$ cat config.mk
export PLATFORM = sky130hd
export DESIGN_NAME = power_monitor_scale_autorange
export DESIGN_NICKNAME = d
export VERILOG_FILES = /design/src/hw/rtl/pmsa_pkg.sv /design/src/hw/rtl/power_monitor_scale_autorange.sv
export SDC_FILE = /design/constraint.sdc
export NUM_CORES = 1
export LEC_CHECK = 0
export BUFFER_PORTS_ARGS = -buffer_cell sky130_fd_sc_hd__buf_2
export CORE_MARGIN = 1
export CORE_UTILIZATION = 56
export CTS_BUF_LIST = sky130_fd_sc_hd__clkbuf_4 sky130_fd_sc_hd__clkbuf_8
export DETAILED_ROUTE_END_ITERATION = 8
export GPL_TIMING_DRIVEN = 0
export PLACE_DENSITY = 0.8
export SLEW_MARGIN = 5
export SYNTH_ARGS = -nofsm -noshare
export SYNTH_HDL_FRONTEND = slang
export SYNTH_SLANG_ARGS = --single-unit
$ cat constraint.sdc
create_clock -name clk -period 10.8 [get_ports clk]
set_input_delay 1.08 -clock clk [delete_from_list [all_inputs] [get_ports clk]]
set_output_delay 1.08 -clock clk [all_outputs]
set_load 0.02 [all_outputs]
$ cat src/hw/rtl/pmsa_pkg.sv
package pmsa_pkg;

  // configuration register indexes (address bit 2)
  localparam logic REG_CURRENT_LSB = 1'b0;
  localparam logic REG_OFFSET      = 1'b1;

  // reset values of the configuration registers
  localparam logic [19:0] CURRENT_LSB_RESET = 20'd100000;
  localparam logic [30:0] OFFSET_RESET      = 31'd0;

  // gain range codes
  localparam logic [1:0] RANGE_40MV  = 2'd0;
  localparam logic [1:0] RANGE_80MV  = 2'd1;
  localparam logic [1:0] RANGE_160MV = 2'd2;
  localparam logic [1:0] RANGE_320MV = 2'd3;

  // shunt magnitude thresholds in 10 uV units
  localparam logic [15:0] UP_FULL       = 16'd15000;
  localparam logic [15:0] UP_TO_160     = 16'd7500;
  localparam logic [15:0] UP_TO_80      = 16'd3800;
  localparam logic [15:0] DOWN_FROM_320 = 16'd12000;
  localparam logic [15:0] DOWN_FROM_160 = 16'd6000;
  localparam logic [15:0] DOWN_FROM_80  = 16'd3000;

  // nA times mV to uW
  localparam logic [20:0] POWER_DIVISOR = 21'd1000000;

  // current saturation value
  localparam logic [34:0] CURRENT_MAX = {35{1'b1}};

  // serial step counts
  localparam int CUR_BITS = 16;
  localparam int BUS_BITS = 15;
  localparam int QUO_BITS = 31;

endpackage

$ cat src/hw/rtl/power_monitor_scale_autorange.sv
// channel   | handshake                     | payload
// ----------+-------------------------------+------------------------------------------
// input     | in_valid / in_ready           | bus_raw, shunt_raw, current_raw
// output    | out_valid / out_ready         | overflow, bus_mv, shunt_10uv, current_na,
//           |                               | power_uw, gain_range, gain_changed
// config    | psel, penable, pwrite, pready | paddr, pwdata, prdata
//
// a transaction runs through the current multiply, the offset step, the power multiply, the
// divider load, the divide and the finish state; a new input is taken once the result is loaded
// the bit-serial current multiply has 16 steps, the bit-serial power multiply 15 steps
// and the restoring divide by one million 31 steps
// a result waiting at the output does not hold up the next input; only the final
// result load waits for the output register to free up
// rst is synchronous: the gain range returns to 320 mV and the registers to their defaults
module power_monitor_scale_autorange import pmsa_pkg::*; (
  input  logic               clk,
  input  logic               rst,
  // input channel
  input  logic               in_valid,
  output logic               in_ready,
  input  logic [15:0]        bus_raw,
  input  logic signed [15:0] shunt_raw,
  input  logic signed [15:0] current_raw,
  // output channel
  output logic               out_valid,
  input  logic               out_ready,
  output logic               overflow,
  output logic [14:0]        bus_mv,
  output logic signed [15:0] shunt_10uv,
  output logic [34:0]        current_na,
  output logic [30:0]        power_uw,
  output logic [1:0]         gain_range,
  output logic               gain_changed,
  // configuration port
  input  logic               psel,
  input  logic               penable,
  input  logic               pwrite,
  input  logic [2:0]         paddr,
  input  logic [31:0]        pwdata,
  output logic [31:0]        prdata,
  output logic               pready
);

  typedef enum logic [2:0] {
    S_IDLE,
    S_MUL_CUR,
    S_OFFSET,
    S_MUL_PWR,
    S_DIV_LOAD,
    S_DIV,
    S_FINISH
  } state_t;

  state_t      state;
  logic [4:0]  cnt;

  logic [19:0] current_lsb_na;
  logic [30:0] offset_na;
  logic [1:0]  gain_state;

  // per-transaction holding registers
  logic [15:0] cur_shift;
  logic [14:0] bus_shift;
  logic        hold_ovf;
  logic [14:0] hold_bus_mv;
  logic [15:0] hold_shunt;
  logic [1:0]  hold_range;
  logic        hold_changed;

  // datapath registers
  logic [36:0] acc;
  logic [34:0] cur;
  logic [49:0] prod;
  logic [19:0] rem;

  logic [36:0] acc_next;
  logic [36:0] acc_off;
  logic [34:0] cur_next;
  logic [49:0] prod_next;
  logic [20:0] div_trial;
  logic        div_ge;
  logic [19:0] rem_next;
  logic [15:0] shunt_mag;
  logic [1:0]  range_next;
  logic        in_fire;
  logic        cfg_write;

  assign pready    = 1'b1;
  assign in_ready  = (state == S_IDLE);
  assign in_fire   = in_valid && in_ready;
  assign cfg_write = psel && penable && pwrite && pready;

  // configuration registers
  always_ff @(posedge clk) begin
    if (rst) begin
      current_lsb_na <= CURRENT_LSB_RESET;
      offset_na      <= OFFSET_RESET;
    end else if (cfg_write) begin
      unique case (paddr[2])
        REG_CURRENT_LSB: current_lsb_na <= pwdata[19:0];
        REG_OFFSET:      offset_na      <= pwdata[30:0];
        default:         ;
      endcase
    end
  end

  // register read back
  always_comb begin
    unique case (paddr[2])
      REG_CURRENT_LSB: prdata = {12'd0, current_lsb_na};
      REG_OFFSET:      prdata = {offset_na[30], offset_na};
      default:         prdata = '0;
    endcase
  end

  // gain range decision on the incoming sample
  always_comb begin
    shunt_mag  = shunt_raw[15] ? (~unsigned'(shunt_raw) + 16'd1) : unsigned'(shunt_raw);
    range_next = gain_state;
    if (bus_raw[0] || shunt_mag > UP_FULL) begin
      range_next = RANGE_320MV;
    end else if (shunt_mag > UP_TO_160 && gain_state < RANGE_160MV) begin
      range_next = RANGE_160MV;
    end else if (shunt_mag > UP_TO_80 && gain_state < RANGE_80MV) begin
      range_next = RANGE_80MV;
    end
    if (!bus_raw[0]) begin
      if (gain_state == RANGE_320MV && shunt_mag < DOWN_FROM_320) begin
        range_next = RANGE_160MV;
      end else if (gain_state == RANGE_160MV && shunt_mag < DOWN_FROM_160) begin
        range_next = RANGE_80MV;
      end else if (gain_state == RANGE_80MV && shunt_mag < DOWN_FROM_80) begin
        range_next = RANGE_40MV;
      end
    end
  end

  // current multiply step, msb first; the sign bit carries negative weight
  always_comb begin
    logic [36:0] addend;
    addend = cur_shift[15] ? {17'd0, current_lsb_na} : 37'd0;
    if (cnt == 5'd0) begin
      acc_next = 37'd0 - addend;
    end else begin
      acc_next = {acc[35:0], 1'b0} + addend;
    end
  end

  // offset subtract and clamp to the 35-bit range
  always_comb begin
    acc_off = acc - {{6{offset_na[30]}}, offset_na};
    if (acc_off[36]) begin
      cur_next = '0;
    end else if (acc_off[35]) begin
      cur_next = CURRENT_MAX;
    end else begin
      cur_next = acc_off[34:0];
    end
  end

  // power multiply step, msb first over the bus voltage bits
  assign prod_next = {prod[48:0], 1'b0} + (bus_shift[14] ? {15'd0, cur} : 50'd0);

  // restoring divide step, one quotient bit per cycle
  assign div_trial = {rem, prod[30]};
  assign div_ge    = (div_trial >= POWER_DIVISOR);
  always_comb begin
    logic [20:0] diff;
    diff     = div_trial - POWER_DIVISOR;
    rem_next = div_ge ? diff[19:0] : div_trial[19:0];
  end

  // sequencer, datapath and output register
  always_ff @(posedge clk) begin
    if (rst) begin
      state      <= S_IDLE;
      cnt        <= '0;
      out_valid  <= 1'b0;
      gain_state <= RANGE_320MV;
    end else begin
      if (out_valid && out_ready) begin
        out_valid <= 1'b0;
      end
      unique case (state)
        S_IDLE: begin
          if (in_fire) begin
            cur_shift    <= unsigned'(current_raw);
            bus_shift    <= {bus_raw[15:3], 2'b00};
            hold_ovf     <= bus_raw[0];
            hold_bus_mv  <= {bus_raw[15:3], 2'b00};
            hold_shunt   <= unsigned'(shunt_raw);
            hold_range   <= range_next;
            hold_changed <= (range_next != gain_state);
            gain_state   <= range_next;
            cnt          <= '0;
            state        <= S_MUL_CUR;
          end
        end
        S_MUL_CUR: begin
          acc       <= acc_next;
          cur_shift <= {cur_shift[14:0], 1'b0};
          if (cnt == 5'(CUR_BITS - 1)) begin
            cnt   <= '0;
            state <= S_OFFSET;
          end else begin
            cnt <= cnt + 5'd1;
          end
        end
        S_OFFSET: begin
          cur   <= cur_next;
          prod  <= '0;
          state <= S_MUL_PWR;
        end
        S_MUL_PWR: begin
          prod      <= prod_next;
          bus_shift <= {bus_shift[13:0], 1'b0};
          if (cnt == 5'(BUS_BITS - 1)) begin
            cnt   <= '0;
            state <= S_DIV_LOAD;
          end else begin
            cnt <= cnt + 5'd1;
          end
        end
        S_DIV_LOAD: begin
          // upper product bits sit below the divisor, so their quotient bits are zero
          rem   <= {1'b0, prod[49:31]};
          state <= S_DIV;
        end
        S_DIV: begin
          rem         <= rem_next;
          prod[30:0]  <= {prod[29:0], div_ge};
          if (cnt == 5'(QUO_BITS - 1)) begin
            cnt   <= '0;
            state <= S_FINISH;
          end else begin
            cnt <= cnt + 5'd1;
          end
        end
        S_FINISH: begin
          if (!out_valid || out_ready) begin
            overflow     <= hold_ovf;
            bus_mv       <= hold_bus_mv;
            shunt_10uv   <= signed'(hold_shunt);
            current_na   <= cur;
            power_uw     <= prod[30:0];
            gain_range   <= hold_range;
            gain_changed <= hold_changed;
            out_valid    <= 1'b1;
            state        <= S_IDLE;
          end
        end
        default: state <= S_IDLE;
      endcase
    end
  end

  // one transaction in flight at a time
  a_single_item: assert property (@(posedge clk) disable iff (rst)
    in_fire |=> !in_ready)
    else $error("input accepted while a transaction is in flight");

  // divider remainder always stays below the divisor
  a_div_rem: assert property (@(posedge clk) disable iff (rst)
    state == S_DIV |-> {1'b0, rem} < POWER_DIVISOR)
    else $error("divider remainder out of range");

  // gain range only moves on an accepted input
  a_gain_hold: assert property (@(posedge clk) disable iff (rst)
    !in_fire |=> $stable(gain_state))
    else $error("gain range changed without an input transaction");

  // a result reports a change exactly when the range differs from before
  a_gain_flag: assert property (@(posedge clk) disable iff (rst)
    in_fire |=> hold_changed == (gain_state != $past(gain_state)))
    else $error("gain change flag inconsistent with range update");

endmodule
-- After elaboration in Yosys (flattened, before gate mapping)
Index checks and enable logic that the tools add are counted.
- bits in registers: 367
- bits in latches: 0
- bits in writable memories: 0
- bits in read-only memories: 0
- bits of input ports: 90
- output and inout bits: 136
- logic and storage cells: 131
- memories kept: 0
- $add $sub $neg: 7
- $mul: 0
- div/mod/pow operators: 0
- order comparisons: 9
- eq/ne operators: 18
- shifts and indexed selects: 0
- muxes and demuxes: 35
- bitwise gates (word level): 3
- reductions and logical operators: 34
- operator list (cell ; number):
    one-hot mux 31 bit (3 select lines) ; 1
    two-way mux 35 bit ; 2
    one-hot mux 32 bit (2 select lines) ; 1
    adder 50 x 35 -> 50 bit ; 1
    two-way mux 20 bit ; 2
    one-hot mux 20 bit (2 select lines) ; 1
    one-hot mux 19 bit (2 select lines) ; 1
    adder 37 x 20 -> 37 bit ; 1
    two-way mux 37 bit ; 1
    subtractor 37 bit ; 1
    two-way mux 16 bit ; 2
    one-hot mux 16 bit (2 select lines) ; 1
    one-hot mux 15 bit (2 select lines) ; 1
    >= comparator 21 x 20 -> 1 bit (second input constant) ; 1
    one-hot mux 3 bit (7 select lines) ; 1
    subtractor 1 x 20 -> 21 bit (first input constant) ; 1
    two-way mux 5 bit ; 4
    one-hot mux 5 bit (4 select lines) ; 1
    subtractor 20 bit (second input constant) ; 1
    AND reduction 2 bit ; 9
    adder 16 x 1 -> 16 bit (second input constant) ; 1
    greater-than comparator 16 x 12 -> 1 bit (second input constant) ; 1
    greater-than comparator 16 x 13 -> 1 bit (second input constant) ; 1
    greater-than comparator 16 x 14 -> 1 bit (second input constant) ; 1
    other kinds (32) ; 68

-- Logic depth before layout (Yosys ltp)
- depth after elaboration: 13
- gate-level depth with buffers: 16

-- Worst setup path before layout
Ideal clock, no wire load.
- kind: input port to flip-flop
- start point: input rst
- end point: register bus_mv[10] (enable)
- setup time: 802 ps
- arrival time: 10832 ps
- data required time: 9998 ps
- path slack: -834 ps
- cell stages on the path: 3
- cells stage by stage: clkbuf_1 -> nand2b_1 -> nor4bb_1
- word-level cells in the longest chain between the ends: 2
- RTL lines (element ; RTL line ; source):
    start, declared ; power_monitor_scale_autorange.sv:17 ; input logic rst,
    NOT 1 bit (no line) ; - ;
    AND reduction 3 bit (no line) ; - ;
    end signal, assigned ; power_monitor_scale_autorange.sv:242 ; bus_mv <= hold_bus_mv;
    end, declared ; power_monitor_scale_autorange.sv:28 ; output logic [14:0] bus_mv,
No other way between the ends.
A chain may end at the register's enable or synchronous reset.

-- Worst setup path after layout
- start point: register bus_shift[14]
- end point: register prod[45], data pin
- word-level cells in the longest chain between the ends: 3
- RTL lines (element ; RTL line ; source):
    start, declared ; power_monitor_scale_autorange.sv:63 ; logic [14:0] bus_shift;
    start signal, assigned ; power_monitor_scale_autorange.sv:188 ; bus_shift <= {bus_raw[15:3], 2'b00};
    start signal, assigned ; power_monitor_scale_autorange.sv:216 ; bus_shift <= {bus_shift[13:0], 1'b0};
    two-way mux 35 bit ; power_monitor_scale_autorange.sv:162 ; assign prod_next = {prod[48:0], 1'b0} + (bus_shift[14] ? {15'd0, cur} : 50'd0);
    adder 50 x 35 -> 50 bit ; power_monitor_scale_autorange.sv:162 ;
    one-hot mux 19 bit (2 select lines) ; power_monitor_scale_autorange.sv:184 ; unique case (state)
    end signal, assigned ; power_monitor_scale_autorange.sv:215 ; prod <= prod_next;
    end, declared ; power_monitor_scale_autorange.sv:73 ; logic [49:0] prod;
No other way between the ends.

==> impl_metrics.ini <==
[die]
rows = 70
coreArea_um2 = 36700
die_area_um2 = 38100
die_w_um = 195
io-pin-count = 226
initial_core_util_pct = 56.9
fp.dieH_um = 195

[synth]
synth_area_leaders = edfxtp_1 (44%), nand2_1 (6.3%), dfxtp_1 (5.9%)
ys_ff_latch = 365
syn_avg_cell_area_um2 = 9.95
ys_seq_area_share_pct = 49.5
synth_flop_cell = edfxtp_1
async_reset_ff_share_pct = 0
yosysMostFrequentCell = nand2_1
synth_top_area_share_pct = 43.5
syn_inst = 2100
ys_warn_count = 0
synth_commonest_cells = nand2_1 (353), edfxtp_1 (303), a21oi_1 (159), o21ai_0 (129), nor2_1 (115)
synth.distinct_cells = 86
synth_enable_flop_cells = 303
syn_area_um2 = 20900
synth_area_leader_cell = edfxtp_1

[sta]
setup_viol = 0
fin_skew_ns = 0.0257
worst_pin_slew_ns = 1.22
hold-worst-slack_ns = 0.413
maxSlewHeadroom_pct = 17.3
finalCriticalPeriod_ns = 4.89
period_share_pct = 45.3
finalMaxSlewViolations = 0
setup_tns_ns = 0
hold_viol = 0
rsz0062_at_grt = no
fmax_mhz = 204

[critical_path]
critPathArrivalTime_ns = 5.30
r2r_cells = 13
crit_end = prod[45]$_SDFFCE_PN0P_
crit_top_cell = o211ai_1
critPathSlowestCell = o311ai_0
crit_type = reg2reg
r2r-end = prod[45]$_SDFFCE_PN0P_
worstReg2RegStart = bus_shift[14]$_DFFE_PP_
crit_start = bus_shift[14]$_DFFE_PP_
crit_path_start_kind = flip-flop
endpoint_kind = flip-flop
cp_cell_sequence = clkbuf_1, and2_1, ha_1, fa_1, a211oi_1, o21ai_0, o211ai_1, a21oi_1, o311ai_0, o211ai_1, nand4_1, xor2_1, nor2_1
rrSetupSlack_ns = 5.91
path_max_fanout = 10
crit_required_ns = 11.21
slowest_delay_ns = 1.06

[cells_and_area]
nFillCells = 2964
finalNonFillerCells = 2913
layout-drive-gt1-share_pct = 16.4
nets = 2583
area_growth_pct = 15.4
final_core_util_pct = 65.7

[drt]
viasPerCell = 5.82
drtIter0Drc = 1391
via_count = 17000
dr.pass1.iters = 5
avgRoutedWirePerCell_um = 18.4
routed_wl_um = 53600
drc_errors = 0
postRouteAntennaNets = 0

[place]
hpwlAfterDp_um = 40600
io_buffers = 216
dp_cells = 2799
place.gp.congestion = 0.933

[clock_network]
post_cts_buffers = 0
cts_buffers = 59
insertion_delay_ns = 0.67
clkTransAtPathRegs_ns = 0.06
cts_tree = yes
cts-hold-fix-buffers = 0
cts-htree-levels = 2
clock_sinks = 365
root_buffer = clkbuf_8
clockBufferDepth = 3
cts-resized-gates = 0

[pwr]
p_leak_nw = 9.29
totalPowerFinal_mw = 4.03
ir_worst_vdd_mv = 0.101
power_density_nw_per_um2 = 167

[grt]
grt_max_degree = 33
grt_pass1_vias = 16300
grt_usage_pct = 28.0
grt.overflow.total = 0
antenna_found_initial = 1
grt_pass1_wl_um = 84900

[status]
outcome = finished, final reports clean

[worst_hold_path]
hold_class = reg2reg

[flow_run]
max_cap_viol_count = 0
-- worst min path at each step --
stage                              start                       end  cells after the start
2_1_floorplan  hold_bus_mv[10]$_DFFE_PP_      bus_mv[10]$_DFFE_PP_                      0
3_3_place_gp     hold_shunt[3]$_DFFE_PP_   shunt_10uv[3]$_DFFE_PP_                      0
3_5_place_dp   hold_bus_mv[13]$_DFFE_PP_      bus_mv[13]$_DFFE_PP_                      0
4_1_cts         hold_shunt[13]$_DFFE_PP_  shunt_10uv[13]$_DFFE_PP_                      0
5_1_grt          hold_shunt[4]$_DFFE_PP_   shunt_10uv[4]$_DFFE_PP_                      0
6_report        hold_shunt[13]$_DFFE_PP_  shunt_10uv[13]$_DFFE_PP_                      0
-- placed cells by master (no fill, tap or decap), types with 9 or more instances in the layout --
| master | n |
|---|---|
| nand2_1 | 353 |
| edfxtp_1 | 303 |
| buf_2 | 220 |
| a21oi_1 | 156 |
| o21ai_0 | 129 |
| nor2_1 | 112 |
| ha_1 | 98 |
| inv_1 | 87 |
| clkbuf_1 | 81 |
| xnor2_1 | 80 |
| clkbuf_8 | 64 |
| dfxtp_1 | 62 |
| xor2_1 | 56 |
| o21a_1 | 56 |
| and2_1 | 48 |
| a21o_1 | 37 |
| nand3_1 | 32 |
| nor3_1 | 27 |
| and3_1 | 23 |
| mux2_2 | 21 |
| nand2b_1 | 19 |
| a211oi_1 | 18 |
| nor2b_1 | 17 |
| nand4_1 | 16 |
| o31ai_1 | 15 |
| clkinv_2 | 15 |
| o211ai_1 | 14 |
| clkbuf_4 | 14 |
| nand3b_1 | 13 |
| o21bai_1 | 12 |
| clkinv_1 | 12 |
| nor4_1 | 11 |
| a31oi_1 | 11 |
| or3_1 | 10 |
| buf_6 | 9 |
-- registers in the layout, indices dropped and copies added (netlist names), 3 cells and up --
register and cells:
bus_shift 13, hold_shunt 16, acc 37, rem 20, state 3, hold_bus_mv 13, offset_na 31, cur_shift 16
shunt_10uv 16, cnt 5, prod 50, current_lsb_na 20, power_uw 31, current_na 35, cur 35, bus_mv 13
-- metrics by stage --
step	worst slack, ns	instance area (µm²)
after detailed placement	5.99	22800
after global placement	1.02	22600
after CTS	5.95	24100
after global routing	5.63	24100
after floorplan	3.07	20900
final	5.91	24100
-- logic make-up (layout without fill, tap and decap cells) --
| logic type | after synthesis | after routing | synth area share [%] |
|---|---|---|---|
| muxes | 22 | 22 | 1.18 |
| AOI/OAI and AO/OA | 547 | 547 | 17.0 |
| xor gates and xnor gates | 138 | 138 | 5.86 |
| and+or+nand+nor | 739 | 739 | 16.8 |
| DFF | 365 | 365 | 49.5 |
| adders and majority gates | 101 | 101 | 6.16 |
| buffers and inverters | 186 | 528 | 3.51 |
| other | 2 | 5 | 0.0359 |
-- final cells by class --
| class | instances | area [µm²] | area share [%] |
|---|---|---|---|
| inverter | 87 | 327 | 1.35 |
| buffer | 99 | 407 | 1.69 |
| clock buffer | 78 | 986 | 4.09 |
| clock inverter | 34 | 298 | 1.24 |
| tap | 468 | 586 | 2.43 |
| sequential | 365 | 10300 | 42.9 |
| timing repair buffer | 230 | 1270 | 5.28 |
| multi-input combinational | 1550 | 9890 | 41.0 |
| antenna | 2 | 5.00 | 0.0208 |
-- metal layers --
| metal | global-route usage (%) | routed length (µm) | vias to the layer above |
|---|---|---|---|
| li1 | - | - | 8200 |
| met1 | 36.9 | 22600 | 7958 |
| met2 | 46.9 | 25500 | 690 |
| met3 | 4.08 | 3850 | 108 |
| met4 | 10.5 | 1560 | 0 |
| met5 | 0 | 0 | - |
-- power breakdown --
part / internal [mW] / switching, mW
clock network: 0.719 / 0.570
registers: 1.68 / 0.0681
logic: 0.370 / 0.619
total: 2.77 / 1.26
-- critical path: cells and delay by family, from the launching register on --
family | cells | cell delay, ns
fa+ha+maj | 2 | 0.67
simple gates | 3 | 0.53
xor+xnor | 1 | 0.17
buf+inv | 1 | 0.31
flops | 1 | 0.57
compound gates | 6 | 2.38
Power figures use the tool's default switching activity.
